$ cat src/design/kma_pkg.sv
// ----------------------------------------------------------------------------
// kma_pkg: shared types and constants
// Types, widths and command codes for the k-means engine.
// ----------------------------------------------------------------------------
package kma_pkg;

  localparam int unsigned MaxClusters = 16;
  localparam int unsigned MaxDim      = 8;
  localparam int unsigned MaxVectors  = 65536;

  localparam int unsigned ElemW = 16;
  localparam int unsigned DistW = 35;
  localparam int unsigned SumW  = 32;
  localparam int unsigned CntW  = 17;

  typedef enum logic [1:0] {
    CMD_LOAD   = 2'd0,
    CMD_ASSIGN = 2'd1,
    CMD_UPDATE = 2'd2,
    CMD_CHECK  = 2'd3
  } cmd_e;

  typedef enum logic [1:0] {
    RES_ASSIGN = 2'd0,
    RES_CHECK  = 2'd1,
    RES_UPDATE = 2'd2,
    RES_NONE   = 2'd3
  } res_e;

  typedef enum logic [1:0] {
    REG_NUM_CLUSTERS = 2'd0,
    REG_DIM_IN_USE   = 2'd1,
    REG_EPS_SQUARED  = 2'd2,
    REG_UNUSED       = 2'd3
  } reg_e;

  // control that the sequencer carries alongside the lane pipeline
  typedef struct packed {
    logic first;
    logic valid;
  } lane_ctl_t;

endpackage

$ cat src/design/kma_merge.sv
// ----------------------------------------------------------------------------
// kma_merge: lane merge
// Sums lane squares over the elements in use, one register stage.
// ----------------------------------------------------------------------------
module kma_merge #(
  parameter int unsigned MaxDim = kma_pkg::MaxDim
) (
  input  logic                             clk_i,
  input  logic                             en_i,
  input  logic [MaxDim-1:0][2*kma_pkg::ElemW-1:0] sq_i,
  input  logic [3:0]                       dim_i,
  output logic [kma_pkg::DistW-1:0]        dist_o
);
  import kma_pkg::*;

  logic [DistW-1:0] acc;
  logic [DistW-1:0] dist_q;

  always_comb begin
    acc = '0;
    for (int j = 0; j < MaxDim; j++) begin
      if (4'(j) < dim_i) acc = acc + DistW'(sq_i[j]);
    end
  end

  always_ff @(posedge clk_i) begin
    if (en_i) dist_q <= acc;
  end
  assign dist_o = dist_q;
endmodule

$ cat config.mk
export PLATFORM = sky130hd
export DESIGN_NAME = kma_merge
export DESIGN_NICKNAME = d
export VERILOG_FILES = /design/src/design/kma_pkg.sv /design/src/design/kma_merge.sv
export SDC_FILE = /design/constraint.sdc
export NUM_CORES = 1
export LEC_CHECK = 0
export BUFFER_PORTS_ARGS = -buffer_cell sky130_fd_sc_hd__buf_2
export CORE_UTILIZATION = 54
export DETAILED_ROUTE_END_ITERATION = 10
export PLACE_DENSITY = 0.78
export SYNTH_ARGS = -nofsm -noshare
export SYNTH_HDL_FRONTEND = slang
export SYNTH_SLANG_ARGS = --single-unit
$ cat constraint.sdc
create_clock -name clk_i -period 23.5 [get_ports clk_i]
set_input_delay 2.35 -clock clk_i [delete_from_list [all_inputs] [get_ports clk_i]]
set_output_delay 2.35 -clock clk_i [all_outputs]
set_load 0.005 [all_outputs]
# Yosys cells after proc, flatten, opt, wreduce, memory -nomap -nowiden
# Cells that the tools add are included.
# classes
n_lt_le_gt_ge,8
mux,8
n_addsub,7
# op_table
op,count
adder 35 x 32 -> 35 bit,7
2-to-1 mux 35 bit,7
2-to-1 mux 32 bit,1
"less-than comparator 3 x 4 -> 1 bit, first input constant",4
"less-than comparator 1 x 4 -> 1 bit, first input constant",2
"less-than comparator 2 x 4 -> 1 bit, first input constant",2
# word_totals
out_inout_bits,35
in_bits,262
reg_bits,35
word_cells,24

# Longest topological paths before layout
# logic_depth
ltp_word,16
mapped_depth,77
ltp_nobuf,75

# Worst setup path before layout
# OpenSTA, ideal clock, no wires.
# synth_path
path_type,in2reg
from,in dim_i[3]
to,reg dist_q[34] (netlist: dist_o[34]) (data pin)
setup_slack_ns,8.173
path_stages,69
required_ns,23.239
path_buffers,2
setup_ns,0.261
arrival_ns,15.066
path_cell_list,or4_1 > buf_2 > clkbuf_1 > and2_1 > ha_1 > fa_1 > maj3_1 > nand3_1 > o2bb2a_1 > nand2_1 > xor2_1 > o21ai_0 > a22o_1 > ha_1 > a21oi_1 > o211ai_1 > a31o_2 > a21oi_1 > [33 not listed] > a21oi_1 > ha_1 > or2_2 > a21oi_1 > a21o_1 > xor2_1 > nor2_1 > or3b_1 > ha_1 > o21a_1 > o31a_1 > o21a_1 > o21ai_1 > inv_1 > a21boi_0 > o22ai_1 > mux2i_1 > xnor2_1
# synth_via
elab_chain_cells,16
word_cells_on_any_way,23
classes_between,7 x add/sub; 8 x order compare; 8 x mux
# synth_rtl
item,line_no,rtl
from (decl),kma_merge.sv:11,"input logic [3:0] dim_i,"
less-than comparator 1 x 4 -> 1 bit,kma_merge.sv:22,if (4'(j) < dim_i) acc = acc + DistW'(sq_i[j]);
2-to-1 mux 32 bit,kma_merge.sv:22,
adder 35 x 32 -> 35 bit,kma_merge.sv:22,
2-to-1 mux 35 bit,kma_merge.sv:22,
adder 35 x 32 -> 35 bit,kma_merge.sv:22,
2-to-1 mux 35 bit,kma_merge.sv:22,
adder 35 x 32 -> 35 bit,kma_merge.sv:22,
2-to-1 mux 35 bit,kma_merge.sv:22,
adder 35 x 32 -> 35 bit,kma_merge.sv:22,
2-to-1 mux 35 bit,kma_merge.sv:22,
adder 35 x 32 -> 35 bit,kma_merge.sv:22,
2-to-1 mux 35 bit,kma_merge.sv:22,
adder 35 x 32 -> 35 bit,kma_merge.sv:22,
2-to-1 mux 35 bit,kma_merge.sv:22,
adder 35 x 32 -> 35 bit,kma_merge.sv:22,
2-to-1 mux 35 bit *,kma_merge.sv:22,
via acc[34],kma_merge.sv:16,logic [DistW-1:0] acc;
to (signal assigned),kma_merge.sv:27,if (en_i) dist_q <= acc;
to (decl),kma_merge.sv:17,logic [DistW-1:0] dist_q;
# The timed path passes the listed nets; every way through them passes the cells marked *.
# A chain may end at the register's enable or synchronous reset.

# Worst setup path after layout
# layout_path
from,in dim_i[0]
to,reg dist_q[34] (netlist: dist_o[34]) (data pin)
# The elaborated chain is that of the path after synthesis.

==> impl_metrics.ini <==
[outcome]
status = complete, but fails checks
violations = design-rule violations

[setup_path]
max_stage_delay_ns = 0.63
path_class = input pin to flop
worstSetupStartpointType = input pin
cp.required_ns = 23.54
cp_max_fo = 36
crit_path_end_kind = flop
slowest_stage = o41ai_1
arrival_ns = 17.45
cp_common_cell = ha_1

[sta]
fin_tns_setup_ns = 0
fmax_ghz = 0.0574
hold_viol_final = 0
slew_headroom = 0.264
setup_viol = 0
tightest_slew_ns = 1.10
slew_viol_final = 0
min_period_ns = 17.41
fin_hold_ws_ns = 2.49
rsz0062_at_grt = no
post-route-period-util = 0.741

[job]
drv_cap = 0

[detailed_routing]
wl_mm = 50.2
via_per_inst = 6.18
drcViolationCount = 3
dr_total_vias = 17700
antenna_left = 0
post_drt_wl_per_cell_um = 17.6
drt_first_pass_iters = 10
dr.first_iter.drc_count = 1364

[synth]
syn_nets = 2728
synth_area_um2 = 15700
avgSynthCellArea_um2 = 7.06
ys_async_sr_fraction = 0
ys_types = 84
synth_edf_count = 35
yosys_warnings = 0
synthCells = 2226
ys_seq_area_frac = 0.0669
ys_ff_latch = 35
yosys_most_used_dff = edfxtp_1

[min_path]
hp-class = input pin to flop

[die]
rows = 62
dieWidth_um = 173
core_area_um2 = 28700
die_area_um2 = 29800
dieHeight_um = 173
initial_core_util = 0.548
pin_count = 297

[grt]
track_usage = 0.320
grt_pass1_vias = 16400
grt_overflow = 0
grt_first_pass_wirelength_mm = 79.2
antenna_found_initial = 5
grt_max_degree = 53

[placed_design]
postPlaceCellArea_um2 = 17500
hpwlAfterDp_mm = 41.3
io_buffers = 296
gp_congestion = 0.955

[clocking]
cts_resized = 0
clock_path_buffers = 2
root_buffer = clkbuf_16
cts_buffers = 5
post_cts_buffers = 0
cts_hold_buf = 0
clk_pin_slew_ns = 0.06
cts_tree = done
htree_num_levels = 2
cts_num_sinks = 35

[layout]
finalInstanceArea_um2 = 17700
drive_above_1_share = 0.163
nets = 2974
area_delta_synth_final_pct = 12.4
largest_reg_flops = 35
final_util = 0.616
[worst paths after layout]
| kind | slack (ns) | start | cells past startpoint | endpoint |
|---|---|---|---|---|
| worst max-delay path | 6.09 | dim_i[0] | 63 | dist_o[34]$_DFFE_PP_ |
| worst min-delay path | 2.49 | sq_i[224] | 3 | dist_o[0]$_DFFE_PP_ |
[final cells by class]
cell class,count,area [um2]
Multi-Input combinational cell,2026,14100
Fill cell,2733,11000
Timing Repair Buffer,307,1560
Sequential cell,35,1050
Tap cell,384,480
Inverter,97,364
Clock buffer,5,125
Antenna cell,5,12.5
Clock inverter,2,8.76
[per-stage QoR]
| step | setup slack [ns] | std cells |
|---|---|---|
| after floorplan | 8.17 | 2226 |
| final | 6.09 | 2861 |
| after CTS | 6.46 | 2856 |
| after detailed placement | 6.23 | 2849 |
| after global placement | 6.77 | 2849 |
| after global routing | 5.14 | 2861 |
[logic make-up (layout without fill, tap and decap cells)]
family,Yosys count,in the layout,share of synthesized area
adders and majority gates,243,243,0.196
xor gates and xnor gates,193,193,0.109
and+or+nand+nor,693,693,0.204
muxes,74,74,0.0521
AOI/OAI and AO/OA,823,823,0.332
buffers and inverters,165,411,0.0397
DFF,35,35,0.0669
other,0,5,0
[layer usage]
layer	up-vias	part of all wire	global-route usage
li1	8727	-	-
met1	8188	0.44	0.421
met2	657	0.46	0.549
met3	103	0.058	0.0229
met4	0	0.033	0.111
met5	-	0	0
[cell usage in the layout, fill, tap and decap left out, types with 59 or more instances in the layout]
cell type	instances
buf_2	296
nand2_1	255
a21oi_1	247
ha_1	233
nor2_1	178
o21ai_0	167
xnor2_1	125
a21o_1	105
inv_1	97
xor2_1	66
mux2_2	59
[Yosys cell counts, drive strengths merged, types with 18 or more instances]
library cell / n / area (um2)
and2: 34 / 213
o21ai: 181 / 910
clkbuf: 54 / 203
and3: 28 / 175
nor2: 180 / 676
a21o: 105 / 788
nand3: 52 / 260
a211oi: 34 / 260
nand2b: 32 / 200
nor2b: 18 / 113
inv: 97 / 364
nand4: 18 / 113
edfxtp: 35 / 1050
o21a: 34 / 257
xor2: 66 / 578
o211ai: 27 / 203
nor3: 23 / 115
xnor2: 126 / 1110
a31oi: 39 / 244
o21bai: 30 / 225
a21oi: 250 / 1250
ha: 233 / 2920
mux2: 60 / 679
nand2: 255 / 957
[worst max-delay path: cells and delay by family]
kind            cells  cell delay (ns)
compound gates     27             6.52
fa+ha+maj           9             3.37
simple gates       17             3.33
buf+inv             4             0.77
xor+xnor            4             0.76
mux                 2             0.35
Power is not shown: default switching activity piles up to over one toggle a cycle in this logic, so the estimate is an artifact.
