==> src/design/kma_pkg.sv <==
// ----------------------------------------------------------------------------
// kma_pkg: shared types and constants
// Types, widths and command codes for the k-means engine.
// ----------------------------------------------------------------------------
package kma_pkg;

  localparam int unsigned MaxClusters = 16;
  localparam int unsigned MaxDim      = 8;
  localparam int unsigned MaxVectors  = 65536;

  localparam int unsigned ElemW = 16;
  localparam int unsigned DistW = 35;
  localparam int unsigned SumW  = 32;
  localparam int unsigned CntW  = 17;

  typedef enum logic [1:0] {
    CMD_LOAD   = 2'd0,
    CMD_ASSIGN = 2'd1,
    CMD_UPDATE = 2'd2,
    CMD_CHECK  = 2'd3
  } cmd_e;

  typedef enum logic [1:0] {
    RES_ASSIGN = 2'd0,
    RES_CHECK  = 2'd1,
    RES_UPDATE = 2'd2,
    RES_NONE   = 2'd3
  } res_e;

  typedef enum logic [1:0] {
    REG_NUM_CLUSTERS = 2'd0,
    REG_DIM_IN_USE   = 2'd1,
    REG_EPS_SQUARED  = 2'd2,
    REG_UNUSED       = 2'd3
  } reg_e;

  // control that the sequencer carries alongside the lane pipeline
  typedef struct packed {
    logic first;
    logic valid;
  } lane_ctl_t;

endpackage

==> src/design/kma_lane.sv <==
// ----------------------------------------------------------------------------
// kma_lane: one dimension lane
// Registered squared difference of one vector element and one centroid element.
// ----------------------------------------------------------------------------
module kma_lane (
  input  logic                            clk_i,
  input  logic                            en_i,
  input  logic signed [kma_pkg::ElemW-1:0] vec_i,
  input  logic signed [kma_pkg::ElemW-1:0] cen_i,
  output logic [2*kma_pkg::ElemW-1:0]      sq_o
);
  import kma_pkg::*;

  logic signed [ElemW:0] diff;
  logic [ElemW:0] mag;
  logic [2*ElemW-1:0] sq_q;

  assign diff = {vec_i[ElemW-1], vec_i} - {cen_i[ElemW-1], cen_i};
  assign mag  = diff[ElemW] ? (~diff + 1'b1) : diff;

  // |diff| <= 65535, square fits 32 bits
  always_ff @(posedge clk_i) begin
    if (en_i) begin
      sq_q <= ElemW'(mag) * ElemW'(mag);
    end
  end
  assign sq_o = sq_q;
endmodule

==> config.mk <==
export PLATFORM = sky130hd
export DESIGN_NAME = kma_lane
export DESIGN_NICKNAME = d
export VERILOG_FILES = /design/src/design/kma_pkg.sv /design/src/design/kma_lane.sv
export SDC_FILE = /design/constraint.sdc
export NUM_CORES = 1
export LEC_CHECK = 0
export BUFFER_PORTS_ARGS = -buffer_cell sky130_fd_sc_hd__buf_4
export CAP_MARGIN = 0
export CORE_ASPECT_RATIO = 1.5
export CORE_MARGIN = 2
export CORE_UTILIZATION = 40
export DETAILED_ROUTE_END_ITERATION = 8
export HOLD_SLACK_MARGIN = 0.05
export RECOVER_POWER = 50
export SLEW_MARGIN = 5
export SYNTH_ARGS = -nofsm -noshare
export SYNTH_HDL_FRONTEND = slang
export SYNTH_SLANG_ARGS = --single-unit
==> constraint.sdc <==
create_clock -name clk_i -period 7.4 [get_ports clk_i]
set_clock_uncertainty 0.2 [all_clocks]
set_input_delay 0 -clock clk_i [delete_from_list [all_inputs] [get_ports clk_i]]
set_output_delay 0 -clock clk_i [all_outputs]
set_load 0.03 [all_outputs]
**Word-level counts from Yosys, hierarchy flattened**

Index checks and enable logic that the tools add are counted.

- Multipliers: 1
- Mux-type cells: 1
- Equality and inequality tests: 0
- $lt $le $gt $ge: 0
- Bitwise operators: 1
- Shifts and indexed selects: 0
- Reductions and logical operators: 0
- Divide/modulo/power cells: 0
- Add/subtract/negate cells: 2

Operator list:

| cell | number |
|---|---|
| $mul 16x16->32 | 1 |
| $sub 16x16->17 | 1 |
| $add 16x1->16 const B | 1 |
| $mux 16 | 1 |
| $not 16->16 | 1 |

- Bits in read-only memories: 0
- Register bits after elaboration: 32
- Memories kept: 0
- Memory bits (writable): 0
- Bits of input ports: 34
- Latch bits: 0

**Depth between registers and ports, before layout**

- Depth after elaboration: 5
- Depth in mapped cells: 38
- Gate-level depth less buffers: 37

**Worst setup path before layout**

Ideal clock, no wire load.

- Kind: input to register
- From: in vec_i[0] in the netlist's numbering
- To: reg sq_q[30], in the netlist sq_o[30] (data pin)
- Arrival time: 7.723 ns
- Buffers on the path: 0
- Setup slack: -0.787 ns
- Library setup time: 0.264 ns
- Stages: 32
- Required time: 6.936 ns
- Cells stage by stage: inv_1 > ha_1 > fa_1 > nand2b_1 > a211oi_2 > o21a_1 > mux2i_1 > or2_2 > nand4_1 > nand2_1 > xnor2_1 > clkinv_1 > nand2_1 > fa_1 > fa_1 > inv_1 > fa_1 > fa_1 > fa_1 > inv_1 > fa_1 > inv_1 > ha_1 > a21o_1 > a21oi_1 > o21bai_1 > a21oi_1 > nor2_1 > o31ai_1 > o21ai_0 > a221oi_1 > xnor2_1

- Cells in the longest elaborated chain, start to end: 5

RTL lines:

| item | line | RTL |
|---|---|---|
| start: declaration | kma_lane.sv:8 | `input logic signed [kma_pkg::ElemW-1:0] vec_i,` |
| $sub 16x16->17 (*) | kma_lane.sv:18 | `assign diff = {vec_i[ElemW-1], vec_i} - {cen_i[ElemW-1], cen_i};` |
| $not 16->16 | kma_lane.sv:19 | `assign mag = diff[ElemW] ? (~diff + 1'b1) : diff;` |
| $add 16x1->16 | kma_lane.sv:19 |  |
| $mux 16 (*) | kma_lane.sv:19 |  |
| $mul 16x16->32 (*) | kma_lane.sv:24 | `sq_q <= ElemW'(mag) * ElemW'(mag);` |
| end signal: assignment | kma_lane.sv:24 |  |
| end: declaration | kma_lane.sv:16 | `logic [2*ElemW-1:0] sq_q;` |

Every way passes the cells marked *; elsewhere a longest branch is shown, timed or not.
A chain may end at the register's enable or synchronous reset.

**Worst setup path after layout**

Same ends and word-level chain as after synthesis.

==> reports/qor.csv <==
stage;metric;value;unit
setup_path;maximum fanout along the worst path;7;
floorplan;Die Y;192;um
final_layout;layout cells sized above 1;37.1;%
final_layout;max reg flops;31;
clock_network;CTS tree;yes;
setup_path;Setup crit end;sq_o[30];
setup_path;Critical Path AT;7.62;ns
timing;Slew HR;-15.3;%
yosys;post-synth net total;1371;
grt;largest net degree at the start of global routing;32;
final_layout;area of the multi-input gates;8290;um^2
floorplan;total I/O pin count;66;
timing;RSZ-0062 raised after global routing;true;
floorplan;initial core utilization;40.3;%
route;final wirelength;24800;um
setup_path;CP required;7.24;ns
yosys;register area share after synthesis;9.83;%
route;drt pass-1 iters;5;
timing;Finish-stage setup viols;9;
timing;worst hold margin;0.565;ns
yosys;Post-Synthesis Cells;1060;
yosys;Syn Area/Cell;8.93;um^2
setup_path;CP Launch Type;input pin;
placed_design;PortBufs;64;
yosys;synth unique cells;63;
setup_path;cell mode on critical path;fa_1;
yosys;Synth Cell Area;9470;um^2
timing;setup ws final;-0.377;ns
placed_design;Inst Count DP;1658;
placed_design;HPWL after DPL;21000;um
setup_path;CP Class;in -> reg;
route;DRC viols;0;
grt;GRT Total Usage;21.0;%
flow_run;maxcap violations;1;
final_layout;area delta synth->final;42.0;%
final_layout;ANT cells;0;
route;detail-routed via count per cell;4.81;
timing;setup_tns;-1.83;ns
yosys;Synth Register Bits;31;
yosys;Yosys warning total;0;
grt;initial antenna violation count;0;
clock_network;Longest Clk Path Bufs;2;
timing;Fin. Hold Viols;0;
floorplan;# rows;69;
final_layout;Nets;1715;
yosys;Async S/R FF share, synth;0;%
timing;Worst Tran Pin Value;1.73;ns
final_layout;FF+latch area;931;um^2
yosys;Post-synth EDFFs;31;
clock_network;clock-pin slew of the registers on the worst-case setup and hold paths;0.06;ns
setup_path;worst setup path startpoint;vec_i[0];
clock_network;H-Tree Depth;2;
yosys;most common flop cell mapped by yosys;edfxtp_1;
setup_path;Slowest-stage cell, CP;fa_1;
route;DR WL/cell;14.4;um
placed_design;GPL Wtd Cong;0.887;
hold_path;hold path depth;8;
clock_network;root buf cell;clkbuf_16;
floorplan;Die ar.;24900;um^2
setup_path;CP max stage delay;0.59;ns
clock_network;TritonCTS Buffers;5;
grt;number of global-route vias before repair;9355;
final_layout;non-filler cells, final;1724;
floorplan;core area;23500;um^2
setup_path;CP Capture Type;register;
grt;total grt overflow;0;
timing;Period minus WS final;7.78;ns
grt;first-pass GRT wire length;41200;um
final_layout;final core occ;57.3;%
clock_network;CTS sink cnt;31;
hold_path;Min-Delay Path Class;in -> reg;
timing;FMAX;129;MHz
route;DRT iter0 DRCs;295;
status;failing checks;capacitance limit, slew limit, setup timing;
timing;max-slew violations;32;
timing;period utilisation layout;105;%
status;run status;complete, but fails checks;
final_layout;fillcell total;2104;
route;via count;8298;
floorplan;Die Span X;130;um
route;antenna viol nets, final;0;
-- layout by cell type (no fill, tap or decap), types with 13 or more instances in the layout --
master      n
buf_4     299
edfxtp_1   31
nand2_2    20
buf_6      22
xnor2_1    31
a21o_1     20
a21oi_1    25
ha_4       14
nor2_2     17
inv_2      25
fa_2       18
nand2_1    58
nor2_1     86
inv_1     237
clkbuf_1   33
ha_1       96
a21oi_2    13
fa_1      146
-- Yosys cell counts (all sizes together) (5+ instances only) --
library cell | number | area share (%)
a21o | 20 | 1.6
a21oi | 40 | 2.2
a31oi | 6 | 0.46
and2 | 5 | 0.33
and3 | 5 | 0.33
buf | 9 | 0.53
clkbuf | 12 | 0.48
edfxtp | 31 | 9.8
fa | 164 | 35
ha | 113 | 15
inv | 264 | 10
nand2 | 83 | 3.3
nand2b | 15 | 0.99
nand3 | 11 | 0.63
nand4 | 5 | 0.33
nor2 | 107 | 4.3
nor2b | 5 | 0.33
nor3 | 10 | 0.53
o21a | 9 | 0.71
o21ai | 26 | 1.4
o21bai | 8 | 0.63
o31ai | 5 | 0.59
xnor2 | 39 | 3.8
xor2 | 18 | 1.9
-- worst min path at each step --
stage                     startpoint       end  slack, ns
after global placement      sq_o[28]  sq_o[28]       0.25
after global routing         sq_o[5]   sq_o[5]       0.66
after floorplan                 en_i   sq_o[0]      -0.09
after detailed placement    sq_o[12]  sq_o[12]       0.25
final                       cen_i[0]   sq_o[2]       0.57
after CTS                   cen_i[0]   sq_o[0]       0.36
-- per-stage QoR --
stage | worst slack, ns | instance area (um^2)
after floorplan | -0.304 | 9760
after global placement | -0.689 | 12300
after detailed placement | -0.809 | 12300
after CTS | -0.323 | 13100
after global routing | -0.674 | 13500
final | -0.377 | 13500
-- what timing repair did --
item                                    CTS  global route
setup buffers                            35            22
pin swaps                                82            93
resized for setup                        95            92
endpoints found under the setup margin   15            17
hold endpoints to repair                 31             0
hold buffers                              1             0
-- cells by family after synthesis --
logic type	count (synthesis)	synth area share, %
flip-flops	31	9.83
AND/OR/NAND/NOR	258	12.1
multiplexers	3	0.317
buffers and inverters	287	11.5
AO/OA/AOI/OAI	146	10.7
XOR/XNOR	57	5.79
other	1	0.0396
adder cells (fa/ha/maj)	277	49.6
-- layer usage --
layer | global-route usage [%] | share of wire (%) | wire, um | up-vias
li1 | - | - | - | 4001
met1 | 19.8 | 35 | 8590 | 4099
met2 | 43.3 | 58 | 14500 | 121
met3 | 1.58 | 1.8 | 457 | 77
met4 | 10.8 | 5.2 | 1300 | 0
met5 | 0 | 0 | 0 | -
-- worst max-delay path, delay by kind of cell --
| kind | cells | cell delay (ns) |
|---|---|---|
| and+or+nand+nor | 4 | 0.39 |
| adders and majority gates | 9 | 3.78 |
| buffers and inverters | 9 | 0.83 |
| AOI/OAI and AO/OA | 12 | 2.31 |
| xor gates and xnor gates | 2 | 0.30 |
-- cell type report --
class / instances / share of cell area (%)
Clock buffer: 5 / 0.930
Clock inverter: 3 / 0.112
Inverter: 266 / 7.52
Multi-Input combinational cell: 742 / 61.6
Sequential cell: 31 / 6.92
Tap cell: 319 / 2.97
Timing Repair Buffer: 358 / 19.9
Power is left out: the tool's default activity adds up to more than one toggle a clock period on the data nets, which glitch-free logic cannot reach.
