$ cat config.mk
export PLATFORM = sky130hd
export DESIGN_NAME = kma_divider
export DESIGN_NICKNAME = d
export VERILOG_FILES = /design/src/design/kma_pkg.sv /design/src/design/kma_divider.sv
export SDC_FILE = /design/constraint.sdc
export NUM_CORES = 1
export LEC_CHECK = 0
export BUFFER_PORTS_ARGS = -buffer_cell sky130_fd_sc_hd__buf_2
export CAP_MARGIN = 0
export CORE_ASPECT_RATIO = 0.7
export CORE_MARGIN = 2
export CORE_UTILIZATION = 50
export DETAILED_ROUTE_END_ITERATION = 7
export GPL_ROUTABILITY_DRIVEN = 0
export PLACE_DENSITY = 0.71
export SLEW_MARGIN = 30
export SYNTH_ARGS = -nofsm -noshare
export SYNTH_HDL_FRONTEND = slang
export SYNTH_SLANG_ARGS = --single-unit
$ cat constraint.sdc
create_clock -name clk_i -period 2.9 [get_ports clk_i]
set_input_delay 0.435 -clock clk_i [delete_from_list [all_inputs] [get_ports clk_i]]
set_output_delay 0.435 -clock clk_i [all_outputs]
set_load 0.03 [all_outputs]
$ cat src/design/kma_pkg.sv
// ----------------------------------------------------------------------------
// kma_pkg: shared types and constants
// Types, widths and command codes for the k-means engine.
// ----------------------------------------------------------------------------
package kma_pkg;

  localparam int unsigned MaxClusters = 16;
  localparam int unsigned MaxDim      = 8;
  localparam int unsigned MaxVectors  = 65536;

  localparam int unsigned ElemW = 16;
  localparam int unsigned DistW = 35;
  localparam int unsigned SumW  = 32;
  localparam int unsigned CntW  = 17;

  typedef enum logic [1:0] {
    CMD_LOAD   = 2'd0,
    CMD_ASSIGN = 2'd1,
    CMD_UPDATE = 2'd2,
    CMD_CHECK  = 2'd3
  } cmd_e;

  typedef enum logic [1:0] {
    RES_ASSIGN = 2'd0,
    RES_CHECK  = 2'd1,
    RES_UPDATE = 2'd2,
    RES_NONE   = 2'd3
  } res_e;

  typedef enum logic [1:0] {
    REG_NUM_CLUSTERS = 2'd0,
    REG_DIM_IN_USE   = 2'd1,
    REG_EPS_SQUARED  = 2'd2,
    REG_UNUSED       = 2'd3
  } reg_e;

  // control that the sequencer carries alongside the lane pipeline
  typedef struct packed {
    logic first;
    logic valid;
  } lane_ctl_t;

endpackage

$ cat src/design/kma_divider.sv
// ----------------------------------------------------------------------------
// kma_divider: serial divider
// Signed sum over unsigned count, truncated toward zero, one bit per cycle.
// ----------------------------------------------------------------------------
module kma_divider (
  input  logic                          clk_i,
  input  logic                          rst_ni,
  input  logic                          start_i,
  input  logic signed [kma_pkg::SumW-1:0] num_i,
  input  logic [kma_pkg::CntW-1:0]      den_i,
  output logic                          done_o,
  output logic signed [kma_pkg::ElemW-1:0] quo_o
);
  import kma_pkg::*;

  logic [SumW-1:0] quo_q, quo_d;
  logic [CntW:0]   rem_q, rem_d;
  logic [CntW-1:0] den_q;
  logic            neg_q;
  logic [5:0]      cnt_q;
  logic            busy_q;
  logic [CntW:0]   trial;

  always_comb begin
    trial = {rem_q[CntW-1:0], quo_q[SumW-1]};
    quo_d = {quo_q[SumW-2:0], 1'b0};
    rem_d = trial;
    if (trial >= {1'b0, den_q}) begin
      rem_d = trial - {1'b0, den_q};
      quo_d[0] = 1'b1;
    end
  end

  always_ff @(posedge clk_i or negedge rst_ni) begin
    if (!rst_ni) begin
      busy_q <= 1'b0;
      cnt_q  <= '0;
      done_o <= 1'b0;
    end else begin
      done_o <= 1'b0;
      if (start_i) begin
        busy_q <= 1'b1;
        cnt_q  <= 6'(SumW);
      end else if (busy_q) begin
        cnt_q <= cnt_q - 1'b1;
        if (cnt_q == 6'd1) begin
          busy_q <= 1'b0;
          done_o <= 1'b1;
        end
      end
    end
  end

  always_ff @(posedge clk_i) begin
    if (start_i) begin
      quo_q <= num_i[SumW-1] ? (~num_i + 1'b1) : num_i;
      rem_q <= '0;
      den_q <= den_i;
      neg_q <= num_i[SumW-1];
    end else if (busy_q) begin
      quo_q <= quo_d;
      rem_q <= rem_d;
    end
  end

  assign quo_o = neg_q ? ElemW'(~quo_q + 1'b1) : ElemW'(quo_q);
endmodule

== Yosys cells after proc, flatten, opt, wreduce, memory -nomap -nowiden ==
Index checks and enable logic that the tools add are counted.

* Logic and storage cells: 30
* Register bits: 75
* Output and inout bits: 17

* Reductions and logical operators: 1
* Eq/ne operators: 1
* Order comparisons: 1
* Multiplexer cells: 14
* Add/sub/neg operators: 4
* Bitwise gates (word level): 2

{| class="wikitable"
|+ Operators by type and width
! cell !! count
|-
| $mux W32 || 3
|-
| $add A32 B1 Y32 const B || 1
|-
| $not A32 Y32 || 1
|-
| $ge A18 B17 Y1 || 1
|-
| $mux W17 || 1
|-
| $sub A17 B17 Y17 || 1
|-
| $add A16 B1 Y16 const B || 1
|-
| $mux W16 || 1
|-
| $not A16 Y16 || 1
|-
| $mux W6 || 2
|-
| $mux W1 || 7
|-
| $eq A6 B1 Y1 const B || 1
|-
| $sub A6 B1 Y6 const B || 1
|-
| $reduce_bool A2 Y1 || 1
|}

== Logic depth before layout (Yosys ltp) ==
Gate-level depths: netlist of the first run.

* Word-level depth: 4
* Mapped depth: 11
* Depth with buffers taken out: 10

== Least setup slack after synthesis of the first run ==
No wires, ideal clock.

* Path type: reg2out
* Start point: register quo_q[1]
* End point: output port quo_o[13] (netlist bit)
* Path slack: 0.449 ns
* Arrival time: 2.016 ns
* Cell stages (with the launch flop): 7
* Required time: 2.465 ns
* Buffers on the path: 0
* Path through: edfxtp_1 nor3_2 nand2_1 or3_1 or4_4 o41ai_2 xnor2_1

* Word-level cells in the longest chain between the ends: 3

{| class="wikitable"
|+ RTL lines
! item !! RTL line !! source
|-
| start, declared || kma_divider.sv:16 || <nowiki>logic [SumW-1:0] quo_q, quo_d;</nowiki>
|-
| start signal, assigned || kma_divider.sv:56 || <nowiki>quo_q <= num_i[SumW-1] ? (~num_i + 1'b1) : num_i;</nowiki>
|-
| start signal, assigned || kma_divider.sv:61 || <nowiki>quo_q <= quo_d;</nowiki>
|-
| $not A16 Y16 || kma_divider.sv:66 || <nowiki>assign quo_o = neg_q ? ElemW'(~quo_q + 1'b1) : ElemW'(quo_q);</nowiki>
|-
| $add A16 B1 Y16 || kma_divider.sv:66 ||
|-
| $mux W16 || kma_divider.sv:66 ||
|-
| end, declared || kma_divider.sv:12 || <nowiki>output logic signed [kma_pkg::ElemW-1:0] quo_o</nowiki>
|}

Every way passes these cells.

== Final worst setup path of the first run ==
* Start point: register quo_q[0]
* End point: output port quo_o[15] (netlist bit)

Same word-level chain as after synthesis.

==> impl.org, run 1 <==
** Run status
- Result of the run :: finished, final reports clean

** Synth
- Of the synthesized area, sequential elements account for 0.4156.
- By area the synthesized netlist is led by sky130_fd_sc_hd__edfxtp_1 31%, sky130_fd_sc_hd__dfxtp_1 6.9%, sky130_fd_sc_hd__xor2_1 5.9%.
- Average cell area after synthesis :: 9.467 µm²
- Yosys printed 0 warnings.
- Dominant synthesized flop cell :: sky130_fd_sc_hd__edfxtp_1
- For this run, asynchronously set or reset flops after synthesis account for 0.1067.
- Of the post-synthesis cell area, the dominant cell type holds 0.3056.
- After synthesis, the netlist uses 65 different library cells.
- Post-synth design cell area :: 4913 µm²
- Count of state elements after synthesis :: 75
- After technology mapping, the gate count stands at roughly 520.
- Synthesis produced a netlist with a net count of 593.
- Library cell with the largest summed area after synthesis :: sky130_fd_sc_hd__edfxtp_1
- Number of synthesized flops with an enable pin :: 50

** Floorplanning
- The die is 122.5 µm wide.
- The floorplan step defined a die boundary enclosing 10650 µm².
- Height of the die :: 86.94 µm
- The core region is 9609 µm².
- In this run the core area contains 30 standard-cell rows.
- In this run the count of I/O pins placed on the die edge is 69.
- Initial standard-cell utilization of the core :: 0.5113

** Setup path
- CP startpoint kind :: register
- The worst setup path is captured at a primary output.
- The signal on the critical path passes through nor3_2 > nand2_1 > or3_4 > or4_4 > o31ai_4 > xnor2_1 > buf_4.
- Delay of the slowest critical-path stage :: between 400 and 500 ps
- Family with the most delay on the worst path :: simple AND/OR/NAND/NOR gates
- Highest fanout seen on the critical path :: 3
- Data required time of the critical path :: between 2000 and 2500 ps
- At the worst endpoint, the arrival time is 2460 ps.
- The number of buffers and inverters on the critical path is 1.
- Slowest stage cell on the critical path :: sky130_fd_sc_hd__or4_4
- The worst setup path is of the register to primary output kind.

** Global route
- All-Layer GR Usage :: 0.2205
- Vias in the first global route :: 3776
- Entering global routing, the biggest net connects 76 pins.
- Wire length of the first global-routing pass :: 18420 µm
- After global routing the overflow that remains totals 0.
- Number of antenna violations at the first check in global routing :: 0

** Detailed routing
- In the routed design, unresolved DRC markers number 0.
- The detailed router finished its first iteration with 307 violations.
- Via-per-instance ratio :: 5.608
- Number of routed nets with antenna violations :: 0
- Vias after detailed routing :: ~4000
- After detailed routing, the total wire length is 10910 µm.
- Avg WL per Cell :: 15.21 µm
- Length of the first detailed-routing pass in iterations :: 5

** Timing
- Setup repair after global routing could not meet its margin everywhere.
- Skew final :: 4.806 ps
- Number of hold violations in the final report :: 0
- Total Negative Setup Slacks :: 0 ps
- Post-route clock period utilization :: 0.9989
- At the pin with the least slew margin, the transition time is 668.9 ps.
- The smallest clock period supported by the final layout is computed as 2897 ps.
- Min setup slack post-route :: approximately 3.1 ps
- Derived from the worst setup path, the maximum achievable clock frequency is 345.2 MHz.
- The number of max-slew violations in the final report was 0.
- Setup violations remaining at the end of the flow were counted as 0.
- Slew HR :: 0.5541

** Final layout
- The filler cells instantiated in the layout total 837.
- Most frequent cells in the layout :: 63 x sky130_fd_sc_hd__buf_2, 61 x sky130_fd_sc_hd__nor2_1, 50 x sky130_fd_sc_hd__a21oi_1, 50 x sky130_fd_sc_hd__edfxtp_1, 34 x sky130_fd_sc_hd__nand2_1
- Fraction of final layout cells sized beyond drive strength 1 :: 0.1902
- The number of antenna diodes in the final layout is 0.
- Compared with the post-synthesis result, the final layout area differs by 16.55%.
- Final standard cell area without fillers :: 5727 µm²
- Leaving out fill and tap cells, the most frequent cell in the layout is sky130_fd_sc_hd__buf_2.
- Area taken by multi-input logic gates :: about 2700 µm²
- Footprint of the flip-flops and latches :: 2042 µm²
- Count of nets after finishing :: 658

** Place
- Number of I/O port buffers :: 68
- Worst slack at placement :: 236.9 ps
- Sum of net half-perimeters after detailed placement :: 8011 µm
- Cell area after placement :: around 5400 µm²

** Clock network
- Maximum number of buffers from clock root to sink :: 2
- Clock tree root driver cell :: sky130_fd_sc_hd__clkbuf_16
- TritonCTS built the clock tree.
- Number of sinks on the clock net :: 75
- The clock reaches the later pin of the worst-skew pair after 340 ps.
- After clock tree synthesis, the clock-pin slew on the worst setup and hold paths is approximately 60 ps.
- CTS built an H-tree with a depth of 3.
- Number of buffers created by CTS :: 9

** Power
- Total leakage power :: 2.361 nW
- Power per cell area :: about 820 nW/µm²
- VDD IR-drop max :: 405.0 µV

** Run
- Across the run, the number of max-cap violations was 0.

** Worst hold path
- Worst min-delay path category :: input pin to register
-- synth_stat cells (2+ instances only) --
cell type                  number
sky130_fd_sc_hd__nand3_1        5
sky130_fd_sc_hd__nor2b_1        3
sky130_fd_sc_hd__nand2_1       34
sky130_fd_sc_hd__edfxtp_1      50
sky130_fd_sc_hd__xor2_1        33
sky130_fd_sc_hd__a211oi_1      10
sky130_fd_sc_hd__nand2b_1       7
sky130_fd_sc_hd__a311o_1        2
sky130_fd_sc_hd__ha_1          21
sky130_fd_sc_hd__o21ai_0       25
sky130_fd_sc_hd__o21a_1         4
sky130_fd_sc_hd__or4_4          2
sky130_fd_sc_hd__dfrtp_1        8
sky130_fd_sc_hd__nor4_1         2
sky130_fd_sc_hd__nor3_1         4
sky130_fd_sc_hd__xnor2_1       26
sky130_fd_sc_hd__o32ai_1        2
sky130_fd_sc_hd__a221oi_1       3
sky130_fd_sc_hd__inv_1         32
sky130_fd_sc_hd__or3_1          5
sky130_fd_sc_hd__and3_1         3
sky130_fd_sc_hd__and2_1         4
sky130_fd_sc_hd__o211ai_1       2
sky130_fd_sc_hd__o31ai_1       15
sky130_fd_sc_hd__nand4_1        4
sky130_fd_sc_hd__a31oi_1        4
sky130_fd_sc_hd__o41ai_1        2
sky130_fd_sc_hd__or4_1          5
sky130_fd_sc_hd__clkbuf_1      15
sky130_fd_sc_hd__a21o_1         5
sky130_fd_sc_hd__buf_1          4
sky130_fd_sc_hd__buf_6          2
sky130_fd_sc_hd__dfxtp_1       17
sky130_fd_sc_hd__o41ai_2        3
sky130_fd_sc_hd__nor3_2         2
sky130_fd_sc_hd__nor2_1        61
sky130_fd_sc_hd__buf_4          2
sky130_fd_sc_hd__mux2i_1       13
sky130_fd_sc_hd__or2_2          2
sky130_fd_sc_hd__o21ai_1        2
sky130_fd_sc_hd__a21oi_1       50
-- timing repair --
item,CTS,global route
pin swaps,0,2
hold endpoints to repair,8,0
gates resized for setup,5,4
setup buffers,1,2
endpoints found under the setup margin,3,5
hold buffers,1,0
-- through the flow --
step / power, mW / hold slack (ps) / std cells / util
finish: 4.668 / 268.6 / 717 / 0.5960
global placement: 3.504 / 283.1 / 697 / 0.5594
floorplan: 3.094 / 139.4 / 519 / -
detailed placement: 3.550 / 291.0 / 697 / 0.5594
CTS: 4.662 / 257.3 / 715 / 0.5939
global route: 4.995 / 256.9 / 717 / 0.5960
-- final timing paths --
path                                 from  slack [ps]  depth (start not counted)        end
worst max-delay path             quo_q[0]           3                          7  quo_o[15]
max in group asynchronous          rst_ni        2270                          2     busy_q
worst min-delay path             den_i[9]         270                          1   den_q[9]
worst max register to register  quo_q[31]         220                         11  rem_q[15]
worst min register to register   rem_q[2]         490                          2   rem_q[2]
min in group asynchronous          rst_ni         460                          2   cnt_q[4]
-- cell families after synthesis --
group	count (synthesis)	share of synthesized area
compound gates	141	0.1900
xor+xnor	59	0.1052
fa+ha+maj	22	0.05755
buf+inv	57	0.04863
flops	75	0.4156
mux	13	0.02648
simple gates	152	0.1566
-- state kept, by name, indices dropped and copies added (netlist names) --
signal,count
quo_q,32
den_q,17
rem_q,17
cnt_q,6
busy_q,1
done_o,1
neg_q,1
-- area by class of cell --
| class | count | share of cell area |
|---|---|---|
| Multi-Input combinational cell | 387 | 0.4641 |
| Tap cell | 128 | 0.02797 |
| Inverter | 32 | 0.02097 |
| Clock inverter | 7 | 0.01027 |
| Timing Repair Buffer | 79 | 0.08084 |
| Sequential cell | 75 | 0.3566 |
| Clock buffer | 9 | 0.03933 |
-- report_power, final --
group | total, mW | internal, mW | leakage, nW | switching (mW)
combinational | 2.00 | 0.854 | 1.50 | 1.15
sequential | 1.59 | 1.40 | 0.739 | 0.196
clock | 1.07 | 0.591 | 0.127 | 0.481
total | 4.67 | 2.84 | 2.36 | 1.83
-- per-layer routing --
metal / vias up / global-route usage / wire length [µm]
met5: - / 0 / 0
met4: 0 / 0.05852 / 95
met3: 12 / 0.04974 / 557
met2: 103 / 0.3126 / 4731
met1: 1906 / 0.3368 / 5520
li1: 2000 / - / -
(Power assumes the default switching activity.)
==> run 2, diff against run 1 <==
--- a/config.mk
+++ b/config.mk
@@ -7,12 +7,14 @@
 export LEC_CHECK = 0
 export BUFFER_PORTS_ARGS = -buffer_cell sky130_fd_sc_hd__buf_2
 export CAP_MARGIN = 0
+export CELL_PAD_IN_SITES_DETAIL_PLACEMENT = 1
+export CELL_PAD_IN_SITES_GLOBAL_PLACEMENT = 1
 export CORE_ASPECT_RATIO = 0.7
 export CORE_MARGIN = 2
-export CORE_UTILIZATION = 50
+export CORE_UTILIZATION = 45
 export DETAILED_ROUTE_END_ITERATION = 7
 export GPL_ROUTABILITY_DRIVEN = 0
-export PLACE_DENSITY = 0.71
+export PLACE_DENSITY_LB_ADDON = 0.1
 export SLEW_MARGIN = 30
 export SYNTH_ARGS = -nofsm -noshare
 export SYNTH_HDL_FRONTEND = slang
==> run 2 against run 1 <==
  * The flow now finishes with violations (setup timing)
  * Setup slack worse by 37 ps
  * Clock-buffer cell count increased by 2
  * First-iteration DRC count is 35% lower
  * Fmax is 1.2% lower
  * Final cell count grew 1.3%
  * Sequential share of layout area fell by 0.72 points
  * Total power up 5.0%
  * Cell area rose by 2.1%
  * Register-to-register slack worse by 110 ps
  * Clock power up 7%
  * Non-clock buffer count increased by 5
  * Sequential power is essentially flat
  * Critical endpoint is now quo_o[13]
  * Largest cell class unchanged
  * Largest power group unchanged
==> impl.org, run 2 (same netlist as run 1, synthesis figures left out) <==
** Timing
- Slew at the pin closest to its max-slew limit :: 657.4 ps
- Across all hold checks on the routed design, the worst slack comes to 272.7 ps.
- Pins Over Slew Limit :: 0
- Fmax achieved :: 340.9 MHz
- Once routing completed, OpenROAD measured the worst setup slack at -33.45 ps.
- Skew final :: 8.236 ps
- In the finished design, the share of the clock period the worst path needs comes to 1.012.
- Setup violations remaining at the end of the flow were counted as 1.
- Slew HR :: 0.5618
- Number of hold violations in the final report :: 0
- After routing, the total negative slack on setup checks comes to -33.45 ps.
- Setup repair after global routing could not meet its margin everywhere.
- Period minus WS final :: 2933 ps

** Global route
- Wire length of the first global-routing pass :: 21950 µm
- The initial antenna violation count came to 0.
- Entering global routing, the biggest net connects ~110 pins.
- Vias in the first global route :: 4303
- Across every metal layer, demand over resource in global routing totals 0.2367.
- GR Overflow Total :: 0

** Setup path
- Highest fanout seen on the critical path :: 3
- Path depth of the worst reg2reg path :: 11
- Data on the critical path arrives at its endpoint at 2500 ps.
- CP startpoint kind :: register
- For this design, the slowest cell found on the critical path is sky130_fd_sc_hd__or4_4.
- Delay of the slowest critical-path stage :: 480 ps
- The worst register-to-register path begins at quo_q[31].
- Buffer and inverter count on the worst path :: 1
- Crit Path Category :: register to primary output
- STA puts the critical path data required time at around 2500 ps.
- The worst register-to-register path ends at rem_q[13].
- For flop-to-flop paths, the worst setup slack is 110 ps.
- Cell-by-cell trace of the critical path :: nor3_2 > nand2_1 > or3_4 > or4_4 > o41ai_4 > xnor2_1 > buf_4
- The cell family contributing the most delay on the critical path is simple AND/OR/NAND/NOR gates.
- CP Capture Type :: primary output

** Final layout
- Summing all multi-input logic gate instances after layout gives 2715 µm².
- Most common cell after layout, fill and taps aside :: sky130_fd_sc_hd__buf_2
- Footprint of the flip-flops and latches :: roughly 2000 µm²
- Post-Route Utilization :: 0.5581
- Number of flip-flops under the largest register name :: 32
- Counting the fill cells in the layout gives 1232.
- Leaving out fill and tap cells, the most frequent cells in the layout are 62 x sky130_fd_sc_hd__buf_2, 60 x sky130_fd_sc_hd__nor2_1, 50 x sky130_fd_sc_hd__a21oi_1, 50 x sky130_fd_sc_hd__edfxtp_1.
- Syn-to-layout area delta :: 18.95%
- The final layout contains 663 nets.
- Most flop-heavy register :: quo_q
- 0 antenna diodes ended up in the layout.
- In the final layout, the share of cells above drive strength 1 is 0.2138.
- Registers with the most flip-flops :: quo_q (32), den_q (17), rem_q (17)

** Clock network
- Number of sinks on the clock net :: 75
- TritonCTS built the clock tree.
- The H-tree was split into 3 levels.
- Clock-pin slew on the worst setup and hold paths :: around 60 ps
- Clock tree root driver cell :: sky130_fd_sc_hd__clkbuf_16
- The clock passes through at most 2 buffers.
- At the later pin of the worst-skew pair, clock insertion delay measures 340 ps.
- The number of clock buffers added by TritonCTS is 9.

** Worst hold path
- For hold timing, the worst endpoint is den_q[1].
- Startpoint of the lowest-slack hold path :: den_i[1]
- The worst hold path belongs to the class input pin to register.
- Cell count of the worst hold path :: 1

** Power
- Of the total power, registers draw 0.327.
- Summed over all nets, the switching power comes to 1.924 mW.
- Power per cell area :: 838.6 nW/µm²
- Total chip power :: 4.901 mW
- Summed over all cells, the static leakage comes to 2.431 nW.
- Of the total power, the share spent switching nets is 0.3925.
- VDD IR-drop max :: ~490 µV
- Internal power :: 2.978 mW
- The share of total power dissipated in the clock network is 0.232.
- The share of total power dissipated in combinational logic is 0.441.

** Floorplanning
- Height of the die :: slightly above 90 µm
- Std-Cell Rows :: 31
- The die covers 11780 µm².
- Width of the die :: 128.9 µm
- Total I/O pin count :: 69
- Total core area :: 10470 µm²
- Initial standard-cell utilization of the core :: 0.4692

** Place
- During placement, the flow inserted port buffers numbering 68.
- Sum of net half-perimeters after detailed placement :: 9456 µm
- Worst slack at placement :: 146.0 ps

** Detailed routing
- After detailed routing, the number of vias per cell comes to between 5 and 6.
- Total Wirelength :: about 13000 µm
- Avg WL per Cell :: 18.31 µm
- Number of routed nets with antenna violations :: 0
- The first detailed-routing pass ran for 4 iterations.
- The routed layout has about 4100 vias.
- For this run, design rule violations remaining after detail routing come to 0.
- DR iter-0 viols :: 199

** Run
- Max Cap Violations :: 0

** Run status
- Result of the run :: finished with violations
- Violated checks :: setup timing
## run 2: cell count changes in the layout (fill, tap and decap cells not counted), sizes merged
cell      change
buf           +5
clkinv        +5
clkinvlp      -4
inv           -3
clkbuf        +2
## run 2: area by class of cell
type	count	share of cell area
clock buffers	11	0.04710
clock inverters	5	0.005566
inverters	32	0.02055
multi-input cells	387	0.4646
flip-flops and latches	75	0.3494
well taps	132	0.02826
repair buffers	84	0.08456
## run 2: worst reg2reg max path, stage by stage, from the launching register on
cell                       delay [ps]
sky130_fd_sc_hd__edfxtp_1         380
sky130_fd_sc_hd__inv_1             90
sky130_fd_sc_hd__ha_1             170
sky130_fd_sc_hd__inv_1             50
sky130_fd_sc_hd__fa_1             410
sky130_fd_sc_hd__a21o_1           230
sky130_fd_sc_hd__a221o_1          420
sky130_fd_sc_hd__a21oi_4          240
sky130_fd_sc_hd__o21ai_4          120
sky130_fd_sc_hd__buf_4            190
sky130_fd_sc_hd__o32a_1           330
sky130_fd_sc_hd__o21ai_1           70
## run 2: worst max path at each step
stage / startpoint / end / depth (start not counted)
floorplan: quo_q[1] / quo_o[13] / 6
global placement: quo_q[31] / rem_q[13] / 11
detailed placement: quo_q[31] / rem_q[15] / 11
CTS: quo_q[1] / quo_o[13] / 7
global route: quo_q[1] / quo_o[13] / 7
finish: quo_q[1] / quo_o[13] / 7
## run 2: power by group through the flow
stage	Sequential [mW]	Combinational, mW	Clock [mW]
floorplan	1.55	1.55	0
global placement	1.60	1.97	0
detailed placement	1.61	2.04	0
CTS	1.60	2.09	1.17
global route	1.64	2.38	1.20
finish	1.60	2.16	1.14
## run 2: routing by layer
layer	vias up	global-route usage	routed length [µm]
met2	79	0.3624	6130
li1	2019	-	-
met3	8	0.04655	578
met4	0	0.04982	115
met1	2041	0.3466	6466
met5	-	0	0
## run 2: through the flow
stage / std cells / cell area (µm²)
CTS: 723 / 5756
global route: 726 / 5844
finish: 726 / 5844
floorplan: 519 / 4913
global placement: 704 / 5390
detailed placement: 704 / 5390
## run 2: repair_timing
| item | 4_1_cts | 5_1_grt |
|---|---|---|
| hold buffers | 1 | 0 |
| buffers inserted | 2 | 3 |
| setup endpoints to repair | 3 | 12 |
| hold endpoints to repair | 8 | 0 |
| pin swaps | 2 | 3 |
| resized for setup | 6 | 16 |
